<file path="src/lcas_pkg.sv">
// ----------------------------------------------------------------------------
// lcas_pkg
// Shared types and constants of the logic channel activity statistics block.
// ----------------------------------------------------------------------------
package lcas_pkg;

	localparam int CHANNELS_DEF    = 8;
	localparam int COUNT_WIDTH_DEF = 32;

	localparam int FUNC_W     = 2;
	localparam int SAMPLE_W   = 8;
	localparam int CHAN_IDX_W = 3;
	localparam int MASK_W     = 8;
	localparam int OUT_CNT_W  = 32;

	typedef enum logic [FUNC_W-1:0] {
		FUNC_PUSH  = 2'd0,
		FUNC_READ  = 2'd1,
		FUNC_CLEAR = 2'd2
	} func_t;

	typedef struct packed {
		logic [FUNC_W-1:0]     func;
		logic [SAMPLE_W-1:0]   sample_value;
		logic [CHAN_IDX_W-1:0] channel;
	} in_item_t;

	typedef struct packed {
		logic [MASK_W-1:0]    active_mask;
		logic [OUT_CNT_W-1:0] high_count;
		logic [OUT_CNT_W-1:0] low_count;
		logic [OUT_CNT_W-1:0] edge_count;
	} out_item_t;

	// Broadcast from the top level to every cell
	typedef struct packed {
		logic push;
		logic clear;
		logic have_prev;
	} cell_ctrl_t;

endpackage

</file>
<file path="src/lcas_stream_if.sv">
// ----------------------------------------------------------------------------
// lcas_stream_if
// Valid/ready channel carrying one item per handshake.
// ----------------------------------------------------------------------------
interface lcas_stream_if #(
	parameter type item_t = logic
) ();
	logic  valid;
	logic  ready;
	item_t data;

	modport source (output valid, output data, input ready);
	modport sink   (input valid, input data, output ready);
endinterface

</file>
<file path="src/lcas_cell.sv">
// ----------------------------------------------------------------------------
// lcas_cell
// Per-channel statistics cell: previous level, toggle flag and three
// saturating counters; passes the selected counters down the read chain.
// ----------------------------------------------------------------------------
module lcas_cell #(
	parameter int COUNT_WIDTH = lcas_pkg::COUNT_WIDTH_DEF
) (
	input  logic                   clk,
	input  logic                   arst_n,
	input  lcas_pkg::cell_ctrl_t   ctrl,
	input  logic                   sample_bit,
	input  logic                   sel,
	input  logic [COUNT_WIDTH-1:0] high_in,
	input  logic [COUNT_WIDTH-1:0] low_in,
	input  logic [COUNT_WIDTH-1:0] edge_in,
	output logic [COUNT_WIDTH-1:0] high_out,
	output logic [COUNT_WIDTH-1:0] low_out,
	output logic [COUNT_WIDTH-1:0] edge_out,
	output logic                   toggled
);

	logic                   prev_q;
	logic                   tog_q;
	logic [COUNT_WIDTH-1:0] high_q;
	logic [COUNT_WIDTH-1:0] low_q;
	logic [COUNT_WIDTH-1:0] edge_q;
	logic                   classify;
	logic                   diff;

	assign classify = ctrl.push && ctrl.have_prev;
	assign diff     = prev_q ^ sample_bit;

	always_ff @(posedge clk or negedge arst_n) begin
		if (!arst_n) begin
			prev_q <= 1'b0;
			tog_q  <= 1'b0;
			high_q <= '0;
			low_q  <= '0;
			edge_q <= '0;
		end else if (ctrl.clear) begin
			prev_q <= 1'b0;
			tog_q  <= 1'b0;
			high_q <= '0;
			low_q  <= '0;
			edge_q <= '0;
		end else if (ctrl.push) begin
			prev_q <= sample_bit;
			if (classify) begin
				if (diff) begin
					tog_q <= 1'b1;
					if (edge_q != '1) edge_q <= edge_q + COUNT_WIDTH'(1);
				end else if (prev_q) begin
					if (high_q != '1) high_q <= high_q + COUNT_WIDTH'(1);
				end else begin
					if (low_q != '1) low_q <= low_q + COUNT_WIDTH'(1);
				end
			end
		end
	end

	// read chain: take own counters when selected, else forward neighbor's
	assign high_out = sel ? high_q : high_in;
	assign low_out  = sel ? low_q  : low_in;
	assign edge_out = sel ? edge_q : edge_in;
	assign toggled  = tog_q;

endmodule

</file>
<file path="src/logic_channel_activity_stats_core.sv">
// ----------------------------------------------------------------------------
// logic_channel_activity_stats_core
// Logic-analyzer channel statistics: a row of per-channel cells counting
// steady-high, steady-low and transition samples, plus a toggle mask.
//
//   channel    | dir | payload                                   | handshake
//   sample_in  | in  | func, sample_value, channel               | valid/ready
//   stats_out  | out | active_mask, high_count, low_count,       | valid/ready
//              |     | edge_count                                |
//
// One item per cycle while the output is not stalled. Cells update at the
// accepting edge and the read stage registers the channel; as it advances,
// the selected counters pass down the cell chain into the output register.
// arst_n clears all statistics and the pipeline; no clearing pass is needed.
// A stalled output holds its result; input drops ready only while both the
// read stage and the output register hold items and the output is stalled.
// ----------------------------------------------------------------------------
module logic_channel_activity_stats_core #(
	parameter int CHANNELS    = lcas_pkg::CHANNELS_DEF,
	parameter int COUNT_WIDTH = lcas_pkg::COUNT_WIDTH_DEF
) (
	input  logic          clk,
	input  logic          arst_n,
	lcas_stream_if.sink   sample_in,
	lcas_stream_if.source stats_out
);

	logic                            accept;
	logic                            adv_s1;
	logic                            valid_s1;
	logic [lcas_pkg::CHAN_IDX_W-1:0] channel_s1;
	logic                            have_prev_q;
	logic                            out_valid_q;
	lcas_pkg::out_item_t             out_q;
	lcas_pkg::cell_ctrl_t            ctrl;
	logic [CHANNELS-1:0]             sel;
	logic [CHANNELS-1:0]             tog;
	logic [CHANNELS-1:0]             sample_bits;
	logic [lcas_pkg::MASK_W-1:0]     mask;
	logic [COUNT_WIDTH-1:0]          high_chain [CHANNELS+1];
	logic [COUNT_WIDTH-1:0]          low_chain  [CHANNELS+1];
	logic [COUNT_WIDTH-1:0]          edge_chain [CHANNELS+1];

	assign adv_s1          = valid_s1 && (!out_valid_q || stats_out.ready);
	assign sample_in.ready = !valid_s1 || adv_s1;
	assign accept          = sample_in.valid && sample_in.ready;

	always_comb begin
		ctrl.push      = 1'b0;
		ctrl.clear     = 1'b0;
		ctrl.have_prev = have_prev_q;
		unique case (sample_in.data.func)
			lcas_pkg::FUNC_PUSH:  ctrl.push  = accept;
			lcas_pkg::FUNC_CLEAR: ctrl.clear = accept;
			default:              ;
		endcase
	end

	always_ff @(posedge clk or negedge arst_n) begin
		if (!arst_n) begin
			have_prev_q <= 1'b0;
		end else if (ctrl.clear) begin
			have_prev_q <= 1'b0;
		end else if (ctrl.push) begin
			have_prev_q <= 1'b1;
		end
	end

	always_ff @(posedge clk or negedge arst_n) begin
		if (!arst_n) begin
			valid_s1 <= 1'b0;
		end else if (accept) begin
			valid_s1 <= 1'b1;
		end else if (adv_s1) begin
			valid_s1 <= 1'b0;
		end
	end

	always_ff @(posedge clk) begin
		if (accept) channel_s1 <= sample_in.data.channel;
	end

	assign high_chain[0] = '0;
	assign low_chain[0]  = '0;
	assign edge_chain[0] = '0;

	for (genvar i = 0; i < CHANNELS; i++) begin : g_cell
		// channels beyond the sample width get no input bit and read as low
		if (i < lcas_pkg::SAMPLE_W) begin : g_bit
			assign sample_bits[i] = sample_in.data.sample_value[i];
			assign sel[i] = (channel_s1 == lcas_pkg::CHAN_IDX_W'(i));
		end else begin : g_nobit
			assign sample_bits[i] = 1'b0;
			assign sel[i] = 1'b0;
		end

		lcas_cell #(
			.COUNT_WIDTH(COUNT_WIDTH)
		) u_cell (
			.clk       (clk),
			.arst_n    (arst_n),
			.ctrl      (ctrl),
			.sample_bit(sample_bits[i]),
			.sel       (sel[i]),
			.high_in   (high_chain[i]),
			.low_in    (low_chain[i]),
			.edge_in   (edge_chain[i]),
			.high_out  (high_chain[i+1]),
			.low_out   (low_chain[i+1]),
			.edge_out  (edge_chain[i+1]),
			.toggled   (tog[i])
		);
	end

	for (genvar j = 0; j < lcas_pkg::MASK_W; j++) begin : g_mask
		if (j < CHANNELS) begin : g_on
			assign mask[j] = tog[j];
		end else begin : g_off
			assign mask[j] = 1'b0;
		end
	end

	always_ff @(posedge clk or negedge arst_n) begin
		if (!arst_n) begin
			out_valid_q <= 1'b0;
		end else if (adv_s1) begin
			out_valid_q <= 1'b1;
		end else if (stats_out.ready) begin
			out_valid_q <= 1'b0;
		end
	end

	always_ff @(posedge clk) begin
		if (adv_s1) begin
			out_q.active_mask <= mask;
			out_q.high_count  <= lcas_pkg::OUT_CNT_W'(high_chain[CHANNELS]);
			out_q.low_count   <= lcas_pkg::OUT_CNT_W'(low_chain[CHANNELS]);
			out_q.edge_count  <= lcas_pkg::OUT_CNT_W'(edge_chain[CHANNELS]);
		end
	end

	assign stats_out.valid = out_valid_q;
	assign stats_out.data  = out_q;

endmodule

</file>
<file path="src/flat_wrapper.sv">
// flat-port wrapper written by rule: the top's interface ports become plain ports
module logic_channel_activity_stats_core_flat 
#(
	parameter int CHANNELS    = lcas_pkg::CHANNELS_DEF,
	parameter int COUNT_WIDTH = lcas_pkg::COUNT_WIDTH_DEF
)
  (clk, arst_n, sample_in_valid, sample_in_data, sample_in_ready, stats_out_valid, stats_out_data, stats_out_ready);
  lcas_stream_if #(.item_t(lcas_pkg::in_item_t)) sample_in_i ();
  lcas_stream_if #(.item_t(lcas_pkg::out_item_t)) stats_out_i ();
  input  logic clk;
  input  logic arst_n;
  input wire logic [$bits(sample_in_i.valid)-1:0] sample_in_valid;
  input wire logic [$bits(sample_in_i.data)-1:0] sample_in_data;
  output wire logic [$bits(sample_in_i.ready)-1:0] sample_in_ready;
  output wire logic [$bits(stats_out_i.valid)-1:0] stats_out_valid;
  output wire logic [$bits(stats_out_i.data)-1:0] stats_out_data;
  input wire logic [$bits(stats_out_i.ready)-1:0] stats_out_ready;
  assign sample_in_i.valid = sample_in_valid;
  assign sample_in_i.data = sample_in_data;
  assign sample_in_ready = sample_in_i.ready;
  assign stats_out_valid = stats_out_i.valid;
  assign stats_out_data = stats_out_i.data;
  assign stats_out_i.ready = stats_out_ready;
  logic_channel_activity_stats_core #(.CHANNELS(CHANNELS), .COUNT_WIDTH(COUNT_WIDTH)) u_core (.clk(clk), .arst_n(arst_n), .sample_in(sample_in_i), .stats_out(stats_out_i));
endmodule
</file>
<file path="config.mk">
export PLATFORM = sky130hd
export DESIGN_NAME = logic_channel_activity_stats_core_flat
export DESIGN_NICKNAME = d
export VERILOG_FILES = /design/src/lcas_pkg.sv /design/src/lcas_stream_if.sv /design/src/lcas_cell.sv /design/src/logic_channel_activity_stats_core.sv /design/src/flat_wrapper.sv
export SDC_FILE = /design/constraint.sdc
export NUM_CORES = 2
export LEC_CHECK = 0
export BUFFER_PORTS_ARGS = -buffer_cell sky130_fd_sc_hd__buf_4
export CAP_MARGIN = 20
export CELL_PAD_IN_SITES_DETAIL_PLACEMENT = 1
export CELL_PAD_IN_SITES_GLOBAL_PLACEMENT = 1
export CORE_AREA = 10 10 370 372
export DETAILED_ROUTE_END_ITERATION = 10
export DIE_AREA = 0 0 380 382
export GPL_TIMING_DRIVEN = 0
export PLACE_DENSITY = 0.67
export SLEW_MARGIN = 10
export SYNTH_ARGS = -nofsm -noshare
export SYNTH_HDL_FRONTEND = slang
export SYNTH_SLANG_ARGS = --single-unit
export TNS_END_PERCENT = 1
</file>
<file path="constraint.sdc">
create_clock -name clk -period 3.2 [get_ports clk]
set_input_delay 0.16 -clock clk [delete_from_list [all_inputs] [get_ports clk]]
set_output_delay 0.16 -clock clk [all_outputs]
set_load 0.01 [all_outputs]
</file>
==> key figures <==
Detailed routing
  – DR vias/cell: ~6.3
  – WL met2: roughly 100 mm
  – Routed Antenna Nets: 0
  – TritonRoute pass-1 iters: 7
  – WL met3: 22.6 mm
  – Met1 wire length: 102 mm
  – DRT iter0 DRCs: about 5600
  – DRC errors left: 0
  – Wire length per cell: roughly 31 um
  – Drt total wl: 243 mm
  – Top sig layer: met5
  – Vias: approximately 49000

Synth
  – Xor/xnor share of the synthesized area: 0.109
  – #FFs+latches synth: ~890
  – Syn Inst Count: between 5000 and 6000
  – Register area share after synthesis: 0.445
  – EDFF count, synth: around 110
  – Number of distinct library cells after synthesis: between 80 and 90
  – Most used DFF post-synth: dfrtp_1
  – Yosys warns: 0
  – Simple-Gate Fraction of Synth Area: 0.276
  – Async S/R FF share, synth: 0.880
  – Syn_nets: 5655
  – Syn avg cell area: 9.16 um^2
  – Largest family of logic cells by synthesized area: simple AND/OR/NAND/NOR gates
  – Post-synthesis mux area share: 0.0494
  – Mapped Area: between 50000 and 60000 um^2
  – Complex-gate fraction of the synthesized area: 0.0873
  – Post-synthesis adder-cell area fraction: 0.00584

Floorplan
  – Site Rows: around 130
  – Die ar.: ~150000 um^2
  – I/O pin cnt: between 100 and 150
  – Die X: 380 um
  – Initial Util: 0.398
  – Core area: 129000 um^2
  – Chip height: approximately 380 um

Global routing
  – Largest net degree at the start of global routing: around 100
  – Tot GR Track Use: 0.324
  – Number of global-route vias before repair: slightly below 50000
  – Initial antenna violation count: 16
  – Grt ovf: 0
  – First-pass GRT wire length: 349 mm

Timing
  – Tmin final: 3390 ps
  – Max Freq: just under 0.3 GHz
  – # setup viols final: 37
  – Unrepaired setup endpoints after global routing: yes
  – Clock Skews: ~53 ps
  – Worst Tran Pin Value: 1220 ps
  – Final Hold Viols: 0
  – Tcrit/Tclk final: 1.06
  – WHS: ~14 ps
  – Max-slew violations: 0
  – Max_slew headroom: 0.181
  – Setup ws final: -191 ps

Clocking
  – CTS tree: done
  – Clk slew on worst S/H paths: approximately 60 ps
  – CTS Root Cell: clkbuf_16
  – H-tree levels: 3
  – CTS buffer count: between 100 and 150
  – Clk sinks: roughly 890
  – Clock Path Buffers: 3
  – Worst skew pair latency: between 700 and 800 ps

Setup path
  – Worst path required time: ~3700 ps
  – Crit. End Element: register
  – Critical path class: reg -> reg
  – Worst-path fanout max: 10
  – Worst Setup Start Kind: register
  – WP data arrival: 3930 ps

Outcome
  – Status: finished with violations
  – Failing checks: setup timing

Final layout
  – Layout cells sized above 1: 0.115
  – Most common cell after layout, fill and taps aside: nor2_1
  – Most frequent cells in the layout: nor2_1, dfrtp_1, nand2_1, xor2_1, nand3_1
  – # nets final: 5943
  – P&R area growth vs syn: 16.4%
  – Final core occ: 0.463

Job
  – Max Cap Viol: 0

Pwr
  – PD cells: around 470 nW/um^2
  – Leakage power: around 25 nW
  – Peak VDD IR: ~0.00045 V
  – Final Power: 28.3 mW

Placed design
  – Count of buffers from port buffering: 122
  – Detailed placement HPWL: between 150 and 200 mm
  – Setup WS pre-CTS: -1670 ps
  – GP Congestion: roughly 1

Min path
  – Hold crit path type: in -> async
-- where the power goes --
| group | switching (mW) | internal, mW | total, mW |
|---|---|---|---|
| registers | 0.435 | 11.8 | 12.3 |
| clock network | 5.48 | 8.02 | 13.5 |
| logic | 1.83 | 0.675 | 2.51 |
| total | 7.74 | 20.5 | 28.3 |
-- cells by family (layout without fill, tap and decap cells) --
group	count (synthesis)	after routing
AND/OR/NAND/NOR	2818	2818
flip-flops	894	894
XOR/XNOR	639	639
AO/OA/AOI/OAI	704	704
buffers and inverters	347	730
adder cells (fa/ha/maj)	24	24
other	0	7
multiplexers	188	188
-- flip-flops by register name, indices dropped and copies added, names as in the netlist --
signal	cells
u_core.channel_s1	3
u_core.g_cell.u_cell.edge_q	256
u_core.g_cell.u_cell.high_q	256
u_core.g_cell.u_cell.low_q	256
u_core.g_cell.u_cell.prev_q	8
u_core.g_cell.u_cell.toggled	8
u_core.have_prev_q	1
u_core.stats_out.data	104
u_core.stats_out.valid	1
u_core.valid_s1	1
-- routing by layer --
layer | track usage | up-vias
li1 | - | 20900
met1 | 0.443 | 25300
met2 | 0.477 | 2204
met3 | 0.0662 | 569
met4 | 0.180 | 8
met5 | 0 | -
-- per-stage QoR --
stage / setup TNS (ps) / std cells / cell area (um^2)
after global routing: -846 / 7739 / 59800
after detailed placement: -917510 / 7510 / 55200
after global placement: -7528160 / 7478 / 54500
final: -1760 / 7746 / 59800
after CTS: -0.788 / 7739 / 59700
after floorplan: 0 / 5614 / 51400
-- critical path, cell delays in order (launching register included) --
cell	delay (ps)
edfxtp_1	660
nor2b_1	210
clkbuf_1	580
clkbuf_1	750
a22oi_1	240
a21oi_1	360
nor3_1	90
nor2_1	260
-- final timing paths --
kind / slack (ps) / startpoint / to / depth (start not counted)
max: -190 / u_core.channel_s1[2] / u_core.stats_out.data[25] / 7
min: 10 / arst_n / u_core.g_cell[2].u_cell.low_q[18] / 3
max reg2reg: -190 / u_core.channel_s1[2] / u_core.stats_out.data[25] / 7
min reg2reg: 440 / u_core.g_cell[7].u_cell.toggled / u_core.stats_out.data[103] / 0
max in group asynchronous: 1350 / arst_n / u_core.g_cell[0].u_cell.high_q[8] / 6
min in group clk: 180 / sample_in_data[2] / u_core.channel_s1[2] / 2
-- cells in the mapped netlist, drive strengths merged (8+ instances only) --
cell     instances  share of area
nand2b          23         0.0028
nor2b            8        0.00097
buf             72         0.0066
nand3          359          0.035
nand3b           8         0.0012
nand4          324          0.040
mux2            45         0.0099
nand2          471          0.034
nor3b           13         0.0019
or2             17         0.0021
a22o            59          0.010
o21ai          238          0.023
mux4            48          0.021
o211ai          79          0.012
or4             32         0.0047
ha              24         0.0058
inv             45         0.0033
xor2           450          0.077
and4            82          0.014
o31ai           10         0.0015
a22oi           23         0.0034
and2            57         0.0069
dfrtp          787           0.38
o221ai          14         0.0024
mux2i           95          0.018
xnor2          189          0.032
nor4           109          0.015
a21oi          170          0.017
nor4b           17         0.0030
a31oi           16         0.0022
and3           160          0.019
o21a             9         0.0013
nand4b          24         0.0041
clkbuf         230          0.017
nor2           865          0.063
nor3           155          0.016
o2111ai         25         0.0043
a211oi          12         0.0018
or3             79         0.0096
edfxtp         107          0.062
-- area by class of cell --
cell class	count	area, um^2
clock inverter	42	522
clock buffer	165	3320
multi-input combinational	4373	27500
inverter	45	169
buffer	299	1540
timing repair buffer	179	1730
antenna	7	17.5
sequential	894	22900
fill	14900	69300
tap	1742	2180
-- what timing repair did --
| item | 4_1_cts | 5_1_grt |
|---|---|---|
| hold endpoints to repair | 296 | 0 |
| resized for setup | 176 | 63 |
| setup buffers | 9 | 0 |
| pin swaps | 4 | 2 |
| hold buffers | 15 | 0 |
| cloned | 0 | 0 |
| setup endpoints to repair | 871 | 438 |
No activity file was read; power rests on OpenSTA's default activity.
